[src/hw/rtl/dblp_pkg.sv]
// dblp_pkg: shared types and constants of the delimited byte list parser
// no dependencies; used by every module of the block
package dblp_pkg;

    // character classes sent from the classifier to the field engine
    typedef enum logic [1:0] {
        KIND_DIGIT,
        KIND_DELIM,
        KIND_TERM,
        KIND_BAD
    } t_kind;

    typedef struct packed {
        t_kind      kind;
        logic [3:0] digit;
    } t_token;

    typedef struct packed {
        logic [7:0] delimiter_char;
        logic [1:0] radix_mode;
        logic [7:0] expected_count;
    } t_cfg;

    typedef struct packed {
        logic [7:0] byte_value;
        logic [7:0] field_index;
        logic       line_end;
        logic       line_ok;
    } t_result;

    // radix codes; the fourth code behaves as decimal
    localparam logic [1:0] RADIX_BIN = 2'd0;
    localparam logic [1:0] RADIX_DEC = 2'd1;
    localparam logic [1:0] RADIX_HEX = 2'd2;

    // configuration register indexes
    localparam logic [1:0] REG_DELIMITER = 2'd0;
    localparam logic [1:0] REG_RADIX     = 2'd1;
    localparam logic [1:0] REG_EXPECTED  = 2'd2;

    localparam logic [7:0] CHAR_NUL = 8'd0;
    localparam logic [7:0] CHAR_LF  = 8'd10;

    localparam logic [7:0] RST_DELIMITER = 8'd44;
    localparam logic [1:0] RST_RADIX     = 2'd1;
    localparam logic [7:0] RST_EXPECTED  = 8'd1;

    localparam logic [9:0] BYTE_MAX = 10'd255;

endpackage

[src/hw/rtl/dblp_in_if.sv]
// dblp_in_if: character channel of the parser, valid/ready handshake
// no dependencies
interface dblp_in_if;
    logic       valid;
    logic       ready;
    logic [7:0] char_code;

    modport source (output valid, output char_code, input ready);
    modport sink   (input valid, input char_code, output ready);
endinterface

[src/hw/rtl/dblp_out_if.sv]
// dblp_out_if: result channel of the parser, valid/ready handshake
// no dependencies
interface dblp_out_if;
    logic       valid;
    logic       ready;
    logic [7:0] byte_value;
    logic [7:0] field_index;
    logic       line_end;
    logic       line_ok;

    modport source (output valid, output byte_value, output field_index,
                    output line_end, output line_ok, input ready);
    modport sink   (input valid, input byte_value, input field_index,
                    input line_end, input line_ok, output ready);
endinterface

[src/hw/rtl/delimited_byte_list_parser_top.sv]
// delimited_byte_list_parser_top: top level of the delimited byte list parser
// depends on dblp_pkg, dblp_in_if, dblp_out_if, dblp_front, dblp_queue, dblp_back
// a character is written into the token queue, and its result into the result register that drives o_res
// throughput: one character per cycle while the token queue has room
// results that wait on o_res do not block input until the token queue fills
// reset (synchronous, active low) clears line state, queue and output valid,
// and loads delimiter 44, decimal radix and an expected count of one
module delimited_byte_list_parser_top #(
    parameter int QUEUE_DEPTH = 2
) (
    input  logic               i_clk,
    input  logic               i_rst_n,
    dblp_in_if.sink            i_char,
    dblp_out_if.source         o_res,
    input  logic               i_cfg_we,
    input  logic [1:0]         i_cfg_idx,
    input  logic [7:0]         i_cfg_data
);

    // configuration registers: user writes only while parser is idle, not enforced
    dblp_pkg::t_cfg r_cfg;

    // classifier to queue
    logic             front_push;
    dblp_pkg::t_token front_token;

    // queue to field engine
    logic             q_full;
    logic             q_valid;
    logic             q_pop;
    dblp_pkg::t_token q_token;

    dblp_pkg::t_result result;

    always_ff @(posedge i_clk) begin
        if (!i_rst_n) begin
            r_cfg.delimiter_char <= dblp_pkg::RST_DELIMITER;
            r_cfg.radix_mode     <= dblp_pkg::RST_RADIX;
            r_cfg.expected_count <= dblp_pkg::RST_EXPECTED;
        end else if (i_cfg_we) begin
            // an index past the last register is dropped
            unique case (i_cfg_idx)
                dblp_pkg::REG_DELIMITER: r_cfg.delimiter_char <= i_cfg_data;
                dblp_pkg::REG_RADIX:     r_cfg.radix_mode     <= i_cfg_data[1:0];
                dblp_pkg::REG_EXPECTED:  r_cfg.expected_count <= i_cfg_data;
                default: begin
                end
            endcase
        end
    end

    // front: classify each character as it is transferred in
    dblp_front u_front (
        .i_valid     (i_char.valid),
        .i_char_code (i_char.char_code),
        .i_full      (q_full),
        .i_cfg       (r_cfg),
        .o_ready     (i_char.ready),
        .o_push      (front_push),
        .o_token     (front_token)
    );

    // short queue so each side can stall on its own
    dblp_queue #(
        .DEPTH (QUEUE_DEPTH)
    ) u_queue (
        .i_clk   (i_clk),
        .i_rst_n (i_rst_n),
        .i_push  (front_push),
        .i_token (front_token),
        .i_pop   (q_pop),
        .o_full  (q_full),
        .o_valid (q_valid),
        .o_token (q_token)
    );

    // back: field accumulation, checks and the registered result
    dblp_back u_back (
        .i_clk       (i_clk),
        .i_rst_n     (i_rst_n),
        .i_cfg       (r_cfg),
        .i_tok_valid (q_valid),
        .i_token     (q_token),
        .o_pop       (q_pop),
        .i_out_ready (o_res.ready),
        .o_out_valid (o_res.valid),
        .o_result    (result)
    );

    assign o_res.byte_value  = result.byte_value;
    assign o_res.field_index = result.field_index;
    assign o_res.line_end    = result.line_end;
    assign o_res.line_ok     = result.line_ok;

endmodule

[src/hw/rtl/dblp_front.sv]
// dblp_front: classifies each incoming character for the current radix and delimiter
// depends on dblp_pkg
module dblp_front (
    input  logic              i_valid,
    input  logic [7:0]        i_char_code,
    input  logic              i_full,
    input  dblp_pkg::t_cfg    i_cfg,
    output logic              o_ready,
    output logic              o_push,
    output dblp_pkg::t_token  o_token
);

    logic is_dec;
    logic is_bin;
    logic is_lower;
    logic is_upper;

    always_comb begin
        is_dec   = (i_char_code >= 8'h30) && (i_char_code <= 8'h39);
        is_bin   = (i_char_code == 8'h30) || (i_char_code == 8'h31);
        is_lower = (i_char_code >= 8'h61) && (i_char_code <= 8'h66);
        is_upper = (i_char_code >= 8'h41) && (i_char_code <= 8'h46);

        o_token.digit = i_char_code[3:0];
        // digit test first, then delimiter, then terminator
        if ((i_cfg.radix_mode == dblp_pkg::RADIX_BIN) ? is_bin : is_dec) begin
            o_token.kind = dblp_pkg::KIND_DIGIT;
        end else if ((i_cfg.radix_mode == dblp_pkg::RADIX_HEX) && (is_lower || is_upper)) begin
            o_token.kind  = dblp_pkg::KIND_DIGIT;
            o_token.digit = 4'(i_char_code[3:0] + 4'd9);
        end else if (i_char_code == i_cfg.delimiter_char) begin
            o_token.kind = dblp_pkg::KIND_DELIM;
        end else if ((i_char_code == dblp_pkg::CHAR_NUL) || (i_char_code == dblp_pkg::CHAR_LF)) begin
            o_token.kind = dblp_pkg::KIND_TERM;
        end else begin
            o_token.kind = dblp_pkg::KIND_BAD;
        end
    end

    assign o_ready = !i_full;
    assign o_push  = i_valid && !i_full;

endmodule

[src/hw/rtl/dblp_queue.sv]
// dblp_queue: short token queue between classifier and field engine
// depends on dblp_pkg
module dblp_queue #(
    parameter int DEPTH = 2
) (
    input  logic              i_clk,
    input  logic              i_rst_n,
    input  logic              i_push,
    input  dblp_pkg::t_token  i_token,
    input  logic              i_pop,
    output logic              o_full,
    output logic              o_valid,
    output dblp_pkg::t_token  o_token
);

    localparam int PW = (DEPTH > 1) ? $clog2(DEPTH) : 1;
    localparam int CW = $clog2(DEPTH + 1);
    localparam logic [PW-1:0] LAST = PW'(DEPTH - 1);

    dblp_pkg::t_token r_mem [DEPTH];
    logic [PW-1:0] r_wr_ptr, n_wr_ptr;
    logic [PW-1:0] r_rd_ptr, n_rd_ptr;
    logic [CW-1:0] r_count, n_count;

    assign o_full  = (r_count == CW'(DEPTH));
    assign o_valid = (r_count != '0);
    assign o_token = r_mem[r_rd_ptr];

    always_comb begin
        n_wr_ptr = r_wr_ptr;
        n_rd_ptr = r_rd_ptr;
        n_count  = r_count;
        if (i_push) begin
            n_wr_ptr = (r_wr_ptr == LAST) ? '0 : PW'(r_wr_ptr + 1'b1);
        end
        if (i_pop) begin
            n_rd_ptr = (r_rd_ptr == LAST) ? '0 : PW'(r_rd_ptr + 1'b1);
        end
        if (i_push && !i_pop) begin
            n_count = CW'(r_count + 1'b1);
        end else if (!i_push && i_pop) begin
            n_count = CW'(r_count - 1'b1);
        end
    end

    always_ff @(posedge i_clk) begin
        if (!i_rst_n) begin
            r_wr_ptr <= '0;
            r_rd_ptr <= '0;
            r_count  <= '0;
        end else begin
            r_wr_ptr <= n_wr_ptr;
            r_rd_ptr <= n_rd_ptr;
            r_count  <= n_count;
        end
    end

    always_ff @(posedge i_clk) begin
        if (i_push) begin
            r_mem[r_wr_ptr] <= i_token;
        end
    end

    a_no_push_full: assert property (@(posedge i_clk) disable iff (!i_rst_n)
        o_full |-> !i_push) else $error("push into full queue");
    a_no_pop_empty: assert property (@(posedge i_clk) disable iff (!i_rst_n)
        !o_valid |-> !i_pop) else $error("pop from empty queue");
    a_count_range: assert property (@(posedge i_clk) disable iff (!i_rst_n)
        r_count <= CW'(DEPTH)) else $error("queue count out of range");

endmodule

[src/hw/rtl/dblp_back.sv]
// dblp_back: field engine; keeps digit/field counts, value and error flag, drives results
// depends on dblp_pkg
module dblp_back (
    input  logic              i_clk,
    input  logic              i_rst_n,
    input  dblp_pkg::t_cfg    i_cfg,
    input  logic              i_tok_valid,
    input  dblp_pkg::t_token  i_token,
    output logic              o_pop,
    input  logic              i_out_ready,
    output logic              o_out_valid,
    output dblp_pkg::t_result o_result
);

    logic [1:0]        r_digit_count, n_digit_count;
    logic [7:0]        r_field_count, n_field_count;
    logic [9:0]        r_acc, n_acc;
    logic              r_err, n_err;
    logic              r_out_valid, n_out_valid;
    dblp_pkg::t_result r_out, n_out;

    logic       emit;
    logic [1:0] limit;
    logic [9:0] acc_scaled;
    logic       is_decimal;
    logic       good;
    logic [8:0] next_fields;

    assign o_pop       = i_tok_valid && (!r_out_valid || i_out_ready);
    assign o_out_valid = r_out_valid;
    assign o_result    = r_out;

    always_comb begin
        is_decimal  = (i_cfg.radix_mode != dblp_pkg::RADIX_BIN) &&
                      (i_cfg.radix_mode != dblp_pkg::RADIX_HEX);
        unique case (i_cfg.radix_mode)
            dblp_pkg::RADIX_BIN: begin
                limit      = 2'd1;
                acc_scaled = {r_acc[8:0], 1'b0};
            end
            dblp_pkg::RADIX_HEX: begin
                limit      = 2'd2;
                acc_scaled = {r_acc[5:0], 4'b0};
            end
            default: begin
                limit      = 2'd3;
                acc_scaled = 10'({r_acc[6:0], 3'b0} + {r_acc[8:0], 1'b0});
            end
        endcase
        good        = (r_digit_count != 2'd0) && !(is_decimal && (r_acc > dblp_pkg::BYTE_MAX));
        next_fields = {1'b0, r_field_count} + 9'd1;

        n_digit_count = r_digit_count;
        n_field_count = r_field_count;
        n_acc         = r_acc;
        n_err         = r_err;
        n_out         = r_out;
        emit          = 1'b0;

        if (o_pop) begin
            unique case (i_token.kind)
                dblp_pkg::KIND_DIGIT: begin
                    if (!r_err) begin
                        if (r_digit_count >= limit) begin
                            n_err = 1'b1;
                        end else begin
                            n_digit_count = 2'(r_digit_count + 2'd1);
                            n_acc         = 10'(acc_scaled + {6'd0, i_token.digit});
                        end
                    end
                end
                dblp_pkg::KIND_DELIM: begin
                    if (!r_err) begin
                        if (!good || (next_fields >= {1'b0, i_cfg.expected_count})) begin
                            n_err = 1'b1;
                        end else begin
                            emit                  = 1'b1;
                            n_out.byte_value      = r_acc[7:0];
                            n_out.field_index     = r_field_count;
                            n_out.line_end        = 1'b0;
                            n_out.line_ok         = 1'b1;
                            n_field_count         = next_fields[7:0];
                            n_digit_count         = 2'd0;
                            n_acc                 = 10'd0;
                        end
                    end
                end
                dblp_pkg::KIND_TERM: begin
                    emit              = 1'b1;
                    n_out.line_ok     = !r_err && good &&
                                        (next_fields == {1'b0, i_cfg.expected_count});
                    n_out.byte_value  = n_out.line_ok ? r_acc[7:0] : 8'd0;
                    n_out.field_index = r_field_count;
                    n_out.line_end    = 1'b1;
                    n_digit_count     = 2'd0;
                    n_field_count     = 8'd0;
                    n_acc             = 10'd0;
                    n_err             = 1'b0;
                end
                default: begin
                    n_err = 1'b1;
                end
            endcase
        end

        if (emit) begin
            n_out_valid = 1'b1;
        end else if (i_out_ready) begin
            n_out_valid = 1'b0;
        end else begin
            n_out_valid = r_out_valid;
        end
    end

    always_ff @(posedge i_clk) begin
        if (!i_rst_n) begin
            r_digit_count <= 2'd0;
            r_field_count <= 8'd0;
            r_acc         <= 10'd0;
            r_err         <= 1'b0;
            r_out_valid   <= 1'b0;
        end else begin
            r_digit_count <= n_digit_count;
            r_field_count <= n_field_count;
            r_acc         <= n_acc;
            r_err         <= n_err;
            r_out_valid   <= n_out_valid;
        end
        r_out <= n_out;
    end

    a_field_ok: assert property (@(posedge i_clk) disable iff (!i_rst_n)
        (r_out_valid && !r_out.line_end) |-> r_out.line_ok)
        else $error("field result without ok flag");
    a_term_clears: assert property (@(posedge i_clk) disable iff (!i_rst_n)
        (o_pop && (i_token.kind == dblp_pkg::KIND_TERM)) |=>
        (r_field_count == 8'd0) && (r_digit_count == 2'd0) && !r_err)
        else $error("terminator did not clear line state");
    a_quiet_after_err: assert property (@(posedge i_clk) disable iff (!i_rst_n)
        (o_pop && r_err && (i_token.kind != dblp_pkg::KIND_TERM)) |-> !emit)
        else $error("result emitted after error");
    a_digit_limit: assert property (@(posedge i_clk) disable iff (!i_rst_n)
        r_digit_count <= limit)
        else $error("digit count above radix limit");

endmodule
[src/flat_wrapper.sv]
// flat-port wrapper written by rule: the top's interface ports become plain ports
module delimited_byte_list_parser_top_flat 
#(
    parameter int QUEUE_DEPTH = 2
)
  (i_clk, i_rst_n, i_cfg_we, i_cfg_idx, i_cfg_data, i_char_valid, i_char_char_code, i_char_ready, o_res_valid, o_res_byte_value, o_res_field_index, o_res_line_end, o_res_line_ok, o_res_ready);
  dblp_in_if i_char_i ();
  dblp_out_if o_res_i ();
  input  logic i_clk;
  input  logic i_rst_n;
  input  logic i_cfg_we;
  input  logic [1:0] i_cfg_idx;
  input  logic [7:0] i_cfg_data;
  input wire logic [$bits(i_char_i.valid)-1:0] i_char_valid;
  input wire logic [$bits(i_char_i.char_code)-1:0] i_char_char_code;
  output wire logic [$bits(i_char_i.ready)-1:0] i_char_ready;
  output wire logic [$bits(o_res_i.valid)-1:0] o_res_valid;
  output wire logic [$bits(o_res_i.byte_value)-1:0] o_res_byte_value;
  output wire logic [$bits(o_res_i.field_index)-1:0] o_res_field_index;
  output wire logic [$bits(o_res_i.line_end)-1:0] o_res_line_end;
  output wire logic [$bits(o_res_i.line_ok)-1:0] o_res_line_ok;
  input wire logic [$bits(o_res_i.ready)-1:0] o_res_ready;
  assign i_char_i.valid = i_char_valid;
  assign i_char_i.char_code = i_char_char_code;
  assign i_char_ready = i_char_i.ready;
  assign o_res_valid = o_res_i.valid;
  assign o_res_byte_value = o_res_i.byte_value;
  assign o_res_field_index = o_res_i.field_index;
  assign o_res_line_end = o_res_i.line_end;
  assign o_res_line_ok = o_res_i.line_ok;
  assign o_res_i.ready = o_res_ready;
  delimited_byte_list_parser_top #(.QUEUE_DEPTH(QUEUE_DEPTH)) u_core (.i_clk(i_clk), .i_rst_n(i_rst_n), .i_char(i_char_i), .o_res(o_res_i), .i_cfg_we(i_cfg_we), .i_cfg_idx(i_cfg_idx), .i_cfg_data(i_cfg_data));
endmodule
[config.mk]
export PLATFORM = sky130hd
export DESIGN_NAME = delimited_byte_list_parser_top_flat
export DESIGN_NICKNAME = d
export VERILOG_FILES = /design/src/hw/rtl/dblp_pkg.sv /design/src/hw/rtl/dblp_in_if.sv /design/src/hw/rtl/dblp_out_if.sv /design/src/hw/rtl/delimited_byte_list_parser_top.sv /design/src/hw/rtl/dblp_front.sv /design/src/hw/rtl/dblp_queue.sv /design/src/hw/rtl/dblp_back.sv /design/src/flat_wrapper.sv
export SDC_FILE = /design/constraint.sdc
export NUM_CORES = 1
export LEC_CHECK = 0
export BUFFER_PORTS_ARGS = -buffer_cell sky130_fd_sc_hd__buf_2
export CAP_MARGIN = 20
export CORE_ASPECT_RATIO = 1.2
export CORE_UTILIZATION = 45
export DETAILED_ROUTE_END_ITERATION = 7
export PLACE_DENSITY_LB_ADDON = 0.25
export SYNTH_ARGS = -nofsm -noshare
export SYNTH_HDL_FRONTEND = slang
export SYNTH_HIERARCHICAL = 1
export SYNTH_SLANG_ARGS = --single-unit
[constraint.sdc]
create_clock -name i_clk -period 3.6 [get_ports i_clk]
set_input_delay 0.18 -clock i_clk [delete_from_list [all_inputs] [get_ports i_clk]]
set_output_delay 0.18 -clock i_clk [all_outputs]
set_load 0.02 [all_outputs]
; Word level (Yosys, flattened, before mapping)
; Memory sizes are Yosys's and may differ from the RTL's. A register that Yosys moved wholly into a read port is not among the register bits.
; Index checks and enable logic that the tools add are counted.
[classes]
eq_ne = 16
order_cmp = 9
reduce_logical = 41
addsub = 9
n_mux = 45
[op_table]
columns = cell, n
row1 = $mux W10, 4
row2 = $mux W18, 2
row3 = $pmux W18 S2, 1
row4 = $pmux W10 S3, 1
row5 = $mux W8, 3
row6 = $pmux W10 S2, 1
row7 = $mux W2, 9
row8 = $mux W1, 17
row9 = $eq A8 B6 Y1 const B, 2
row10 = $ge A8 B7 Y1 const B, 2
row11 = $le A8 B7 Y1 const B, 2
row12 = $pmux W8 S2, 1
row13 = $logic_and A1 B1 Y1, 13
row14 = $reduce_bool A2 Y1, 6
row15 = $add A10 B10 Y10, 1
row16 = $add A10 B4 Y10, 1
row17 = $gt A10 B8 Y1 const B, 1
row18 = $ne A2 B2 Y1 const B, 5
row19 = $add A8 B1 Y9 const B, 1
row20 = $eq A9 B8 Y1, 1
row21 = $ge A9 B8 Y1, 1
row22 = $eq A2 B2 Y1 const B, 4
row23 = $eq A8 B4 Y1 const B, 1
row24 = $eq A8 B8 Y1, 1
row25 = other kinds (21), 39
[word_totals]
output_inout_bits = 20
memories = 1
wordCells = 136
ff_bits = 62
mem_bits_rw = 12
[memory_table]
columns = memory, depth, width, read_ports, rd_clocked_by_memory_dff, write_ports, line
row1 = u_core.u_queue.r_mem, 2, 6, 1, 1, 1, dblp_queue.sv:20  ; dblp_pkg::t_token r_mem [DEPTH];

; Longest topological paths before layout
[logic_depth]
word_depth = 12
mapped_depth = 13

; By module
; Netlist, hierarchy kept.
[modules_own_cells]
columns = module, area_each_um2, n_inst, cells_each, seq_area_each_um2
row1 = dblp_back, 2792.7, 1, 274, 980.9
row2 = delimited_byte_list_parser_top, 748.2, 1, 75, 360.3
row3 = dblp_queue, 653.1, 1, 41, 460.4
row4 = dblp_front, 340.3, 1, 40, 0.0

; Worst setup path after synthesis
; No wires, ideal clock.
[synth_timing]
path_kind = reg2reg
from = register u_core.u_back.r_field_count[2]
to = register u_core.u_back.r_field_count[2]
path_stages_with_launch = 12
synth_period_minus_slack_ps = 3140
arrival_ps = 3024
path_buffers = 0
required_ps = 3484
slack_ps = 460
cell_sequence = dfxtp_1 and3_1 and3_1 and3_1 xnor2_1 ha_1 and3_4 a221oi_2 o2111ai_2 a21oi_4 o21ai_1 a31o_1
[synth_via]
elab_chain_len = 5
word_cells_on_any_way = 8
cone_classes = add/sub (1) / order compare (1) / eq/ne (1) / mux (3) / reduce/logical (2)
[synth_lines]
columns = item, line
row1 = from (decl), dblp_back.sv:16  ; logic [7:0] r_field_count, n_field_count;
row2 = from (signal assigned), dblp_back.sv:124  ; r_field_count <= n_field_count;
row3 = $add A8 B1 Y9 *, dblp_back.sv:51  ; next_fields = {1'b0, r_field_count} + 9'd1;
row4 = $ge A9 B8 Y1, dblp_back.sv:74  ; if (!good || (next_fields >= {1'b0, i_cfg.expected_count})) begin
row5 = $logic_or A1 B1 Y1, dblp_back.sv:74
row6 = $ne A2 B2 Y1 (no source line), --
row7 = $reduce_and A4 Y1 (no source line), --
; Every way passes the cells marked *; elsewhere a longest branch is shown, timed or not. The select of a mux whose other input is x is not followed.
; A chain may end at the register's enable or synchronous reset.

; Worst setup path in the final report
[layout_timing]
from = register u_core.u_back.r_field_count[2]
to = register u_core.u_back.r_field_count[5]
; Same word-level chain as after synthesis.

==> results.md <==
* Antenna cells at 0
* Pwr dens at 479 mW/mm²
* Mux cell area share after synthesis at 0.0963
* Top-area cell type share of the netlist area at 0.199
* Synth area leader: dfxtp_1
* Worst path most repeated cell: and3_1
* Clk_skew at 0.00657 ns
* Post-synthesis cell type count at 72
* CTS tree: yes
* Clock latency on the worst-skew pair at 0.33 ns
* Number of I/O port buffers at 42
* Slowest stage cell on the critical path: a21oi_4
* Outcome: finished, final reports clean
* Worst Hold Slack at 0.113 ns
* Share of layout cells above drive strength 1 at 0.212
* Fin nets at 527
* Slew @ Worst Pin at 0.738 ns
* Hold Path End: u_core/r_cfg[2]
* Total Routing Usage GR at 0.186
* First-pass GRT wire length at 15300 µm
* Worst Path Max Fanout at 13
* Synth Area in Simple Gates at 0.196
* Crit share post-route at 0.937
* Area grow syn2layout at 13.6%
* Max incr delay on CP at 0.47 ns
* Kind of critical path: flop to flop
* Commonest cells in the netlist: dfxtp_1, nand2_1, mux2i_1
* Post-CTS sizing at 0
* Starting Density at 0.469
* Worst path cell trace: and3_1, and3_1, and3_1, xnor2_1, ha_1, and3_4, a221oi_2, o2111ai_2, a21oi_4, o21ai_1, a31o_1
* Row count at 39
* DRT Pass-1 Iters at 4
* Final hold violation count at 0
* Post-synth EDFFs at 30
* CTS buffer count at 9
* Max Slew Vio Count at 0
* Yosys warnings at 6
* Min Clock Period, post-route at 3.37 ns
* Register area share after synthesis at 0.397
* Max Freq at 0.297 GHz
* Root buffer cell: clkbuf_16
* Worst Path Arrival at 3.59 ns
* Avg Synthesized Cell Area at 10.5 µm²
* Post-synth net total at 485
* Reg2Reg Setup Slack at 0.23 ns
* Die Wd at 93.6 µm
* R2r endpoint: u_core/u_back/r_field_count[5]
* CTS max path bufs at 2
* Cell family with most CP delay: compound AO/OA/AOI/OAI gates
* R2R depth at 11
* Number of global-route vias before repair at 3321
* Drt drc at 0
* Post-synth ARST share at 0
* Top-count cell post-synth: dfxtp_1
* Worst hold stages at 3
* Max Cap Violations at 0
* Die area at 0.0105 mm²
* Routed len/inst at 14.8 µm
* Largest family of logic cells by synthesized area: simple AND/OR/NAND/NOR gates
* Buf/Inv on CP at 0
* Via Count at 3171
* Worst setup SP type: flop
* Clk sinks at 75
* Iter 0 DRT Violations at 137
* Post-DP HPWL at 6610 µm
* # setup viols final at 0
* Initial antenna violation count at 0
* Rel. slew slack at 0.503
* Via/cell ratio at 5.29
* Leading register cell type out of synthesis: dfxtp_1
* Crit path from: u_core/u_back/r_field_count[2]
* Area of the mapped netlist at 0.00453 mm²
* Core area at 0.00966 mm²
* Clk slew on worst S/H paths at 0.06 ns
* Syn Inst Count at 430
* Post-synthesis xor/xnor area fraction at 0.0522
* Final ANT Viol Nets at 0
* CP Depth at 11
* Critical Path End Type: flop
* I/O Pins at 43
* Required time of the critical path at 3.82 ns
* Adder-Cell Fraction of Synth Area at 0.0941
* Min-delay worst type: input pin to flop
* Grt ovf at 0
* Critical R2R Launch: u_core/u_back/r_field_count[2]
* Synth Area in Compound Gates at 0.120
* Peak VDD IR at 0.000311 V
* Largest net degree at the start of global routing at 36
* Leak Pwr at 2.12 nW
* Final wirelength at 8900 µm
* Largest cells by area after synthesis: dfxtp_1, edfxtp_1, ha_1, mux2i_1, xor2_1
* Unrepaired setup endpoints after global routing: no
* Hold path startpoint: i_cfg_data[2]
* Die span in y at 112 µm
* # H-tree levels at 3
* Fin Setup TNS at 0 ns
* #FFs+latches synth at 75
* Final GP Congestion at 0.816
* Filler cell count at 882
-- kinds of logic after synthesis --
group           Yosys count
xor+xnor                 27
buf+inv                  45
simple gates            145
mux                      42
flops                    75
compound gates           63
fa+ha+maj                33
-- layer usage --
layer / up-vias / track usage / routed length [µm]
li1: 1601 / - / -
met1: 1498 / 0.221 / 3960
met2: 57 / 0.324 / 4490
met3: 15 / 0.0376 / 251
met4: 0 / 0.0759 / 193
met5: - / 0 / 0
-- timing repair --
action | in CTS | in global routing
buffers inserted | 0 | 0
setup endpoints to repair | 0 | 1
hold endpoints to repair | 0 | 0
hold buffers | 0 | 0
-- layout by cell type, fill, tap and decap left out, types with 3 or more instances in the layout --
master and n:
dfxtp_1 45, buf_2 42, nand2_1 35, mux2i_1 32, ha_1 30, edfxtp_1 30
inv_1 29, xor2_1 18, nor2b_1 17, and2_1 17, nor2_1 15, nand2b_1 12
clkbuf_16 10, nand3_1 9, xnor2_1 9, a21oi_1 8, a21o_1 6, mux2_2 6
o21ai_0 5, nor3_1 5, a31o_1 5, nand3b_2 5, o211ai_1 4, o21ai_1 4
a21boi_2 4, nand4bb_1 3, buf_4 3, and3_1 3, a21boi_1 3, a211o_1 3
mux2_1 3, o21a_1 3
-- cell type report --
class | count | area (µm²) | area share
clock inverters | 3 | 18.8 | 0.00364
clock buffers | 13 | 282 | 0.0546
inverters | 30 | 113 | 0.0219
multi-input cells | 310 | 2530 | 0.491
flip-flops and latches | 75 | 1800 | 0.350
well taps | 123 | 154 | 0.0299
repair buffers | 46 | 253 | 0.0491
-- per-stage QoR --
stage	instance area (µm²)	cells	total power [W]	utilization	worst slack, ns
floorplan	4530	430	0.00149	-	0.460
global placement	4850	584	0.00161	0.502	0.429
detailed placement	4850	584	0.00163	0.502	0.333
CTS	5150	600	0.00250	0.533	0.239
global route	5150	600	0.00261	0.533	0.00870
finish	5150	600	0.00247	0.533	0.228
-- state kept, by name, summed over array words and instances (netlist names), named ones only --
name                         cells
u_core/u_back/o_out_valid        1
u_core/u_back/r_field_count      8
u_core/u_back/r_digit_count      2
u_core/u_queue/r_count           2
u_core/u_back/r_acc             10
u_core/u_queue/r_wr_ptr          1
u_core/r_cfg                    18
u_core/u_queue/r_mem            12
u_core/u_queue/r_rd_ptr          1
u_core/u_back/o_result          18
u_core/u_back/r_err              1
-- power breakdown --
| group | internal (W) | leakage (nW) | total (W) | switching, W |
|---|---|---|---|---|
| clock network | 0.000545 | 0.151 | 0.000863 | 0.000319 |
| registers | 0.000966 | 0.638 | 0.00102 | 0.0000580 |
| logic | 0.000256 | 1.33 | 0.000584 | 0.000328 |
-- worst reg2reg max path: stages (launching register included) --
cell and delay [ns]:
dfxtp_1 0.42, and3_1 0.21, and3_1 0.27, and3_1 0.20
xnor2_1 0.17, ha_1 0.31, and3_4 0.20, a221oi_2 0.32
o2111ai_2 0.26, a21oi_4 0.47, o21ai_1 0.18, a31o_1 0.25
-- worst max-delay path by stage --
| stage | endpoint |
|---|---|
| floorplan | u_core/u_back/r_field_count[2] |
| global placement | u_core/u_back/o_result[10] |
| detailed placement | u_core/u_back/o_result[10] |
| CTS | u_core/u_back/r_field_count[5] |
| global route | u_core/u_back/r_field_count[5] |
| finish | u_core/u_back/r_field_count[5] |
Power figures use the tool's default switching activity.
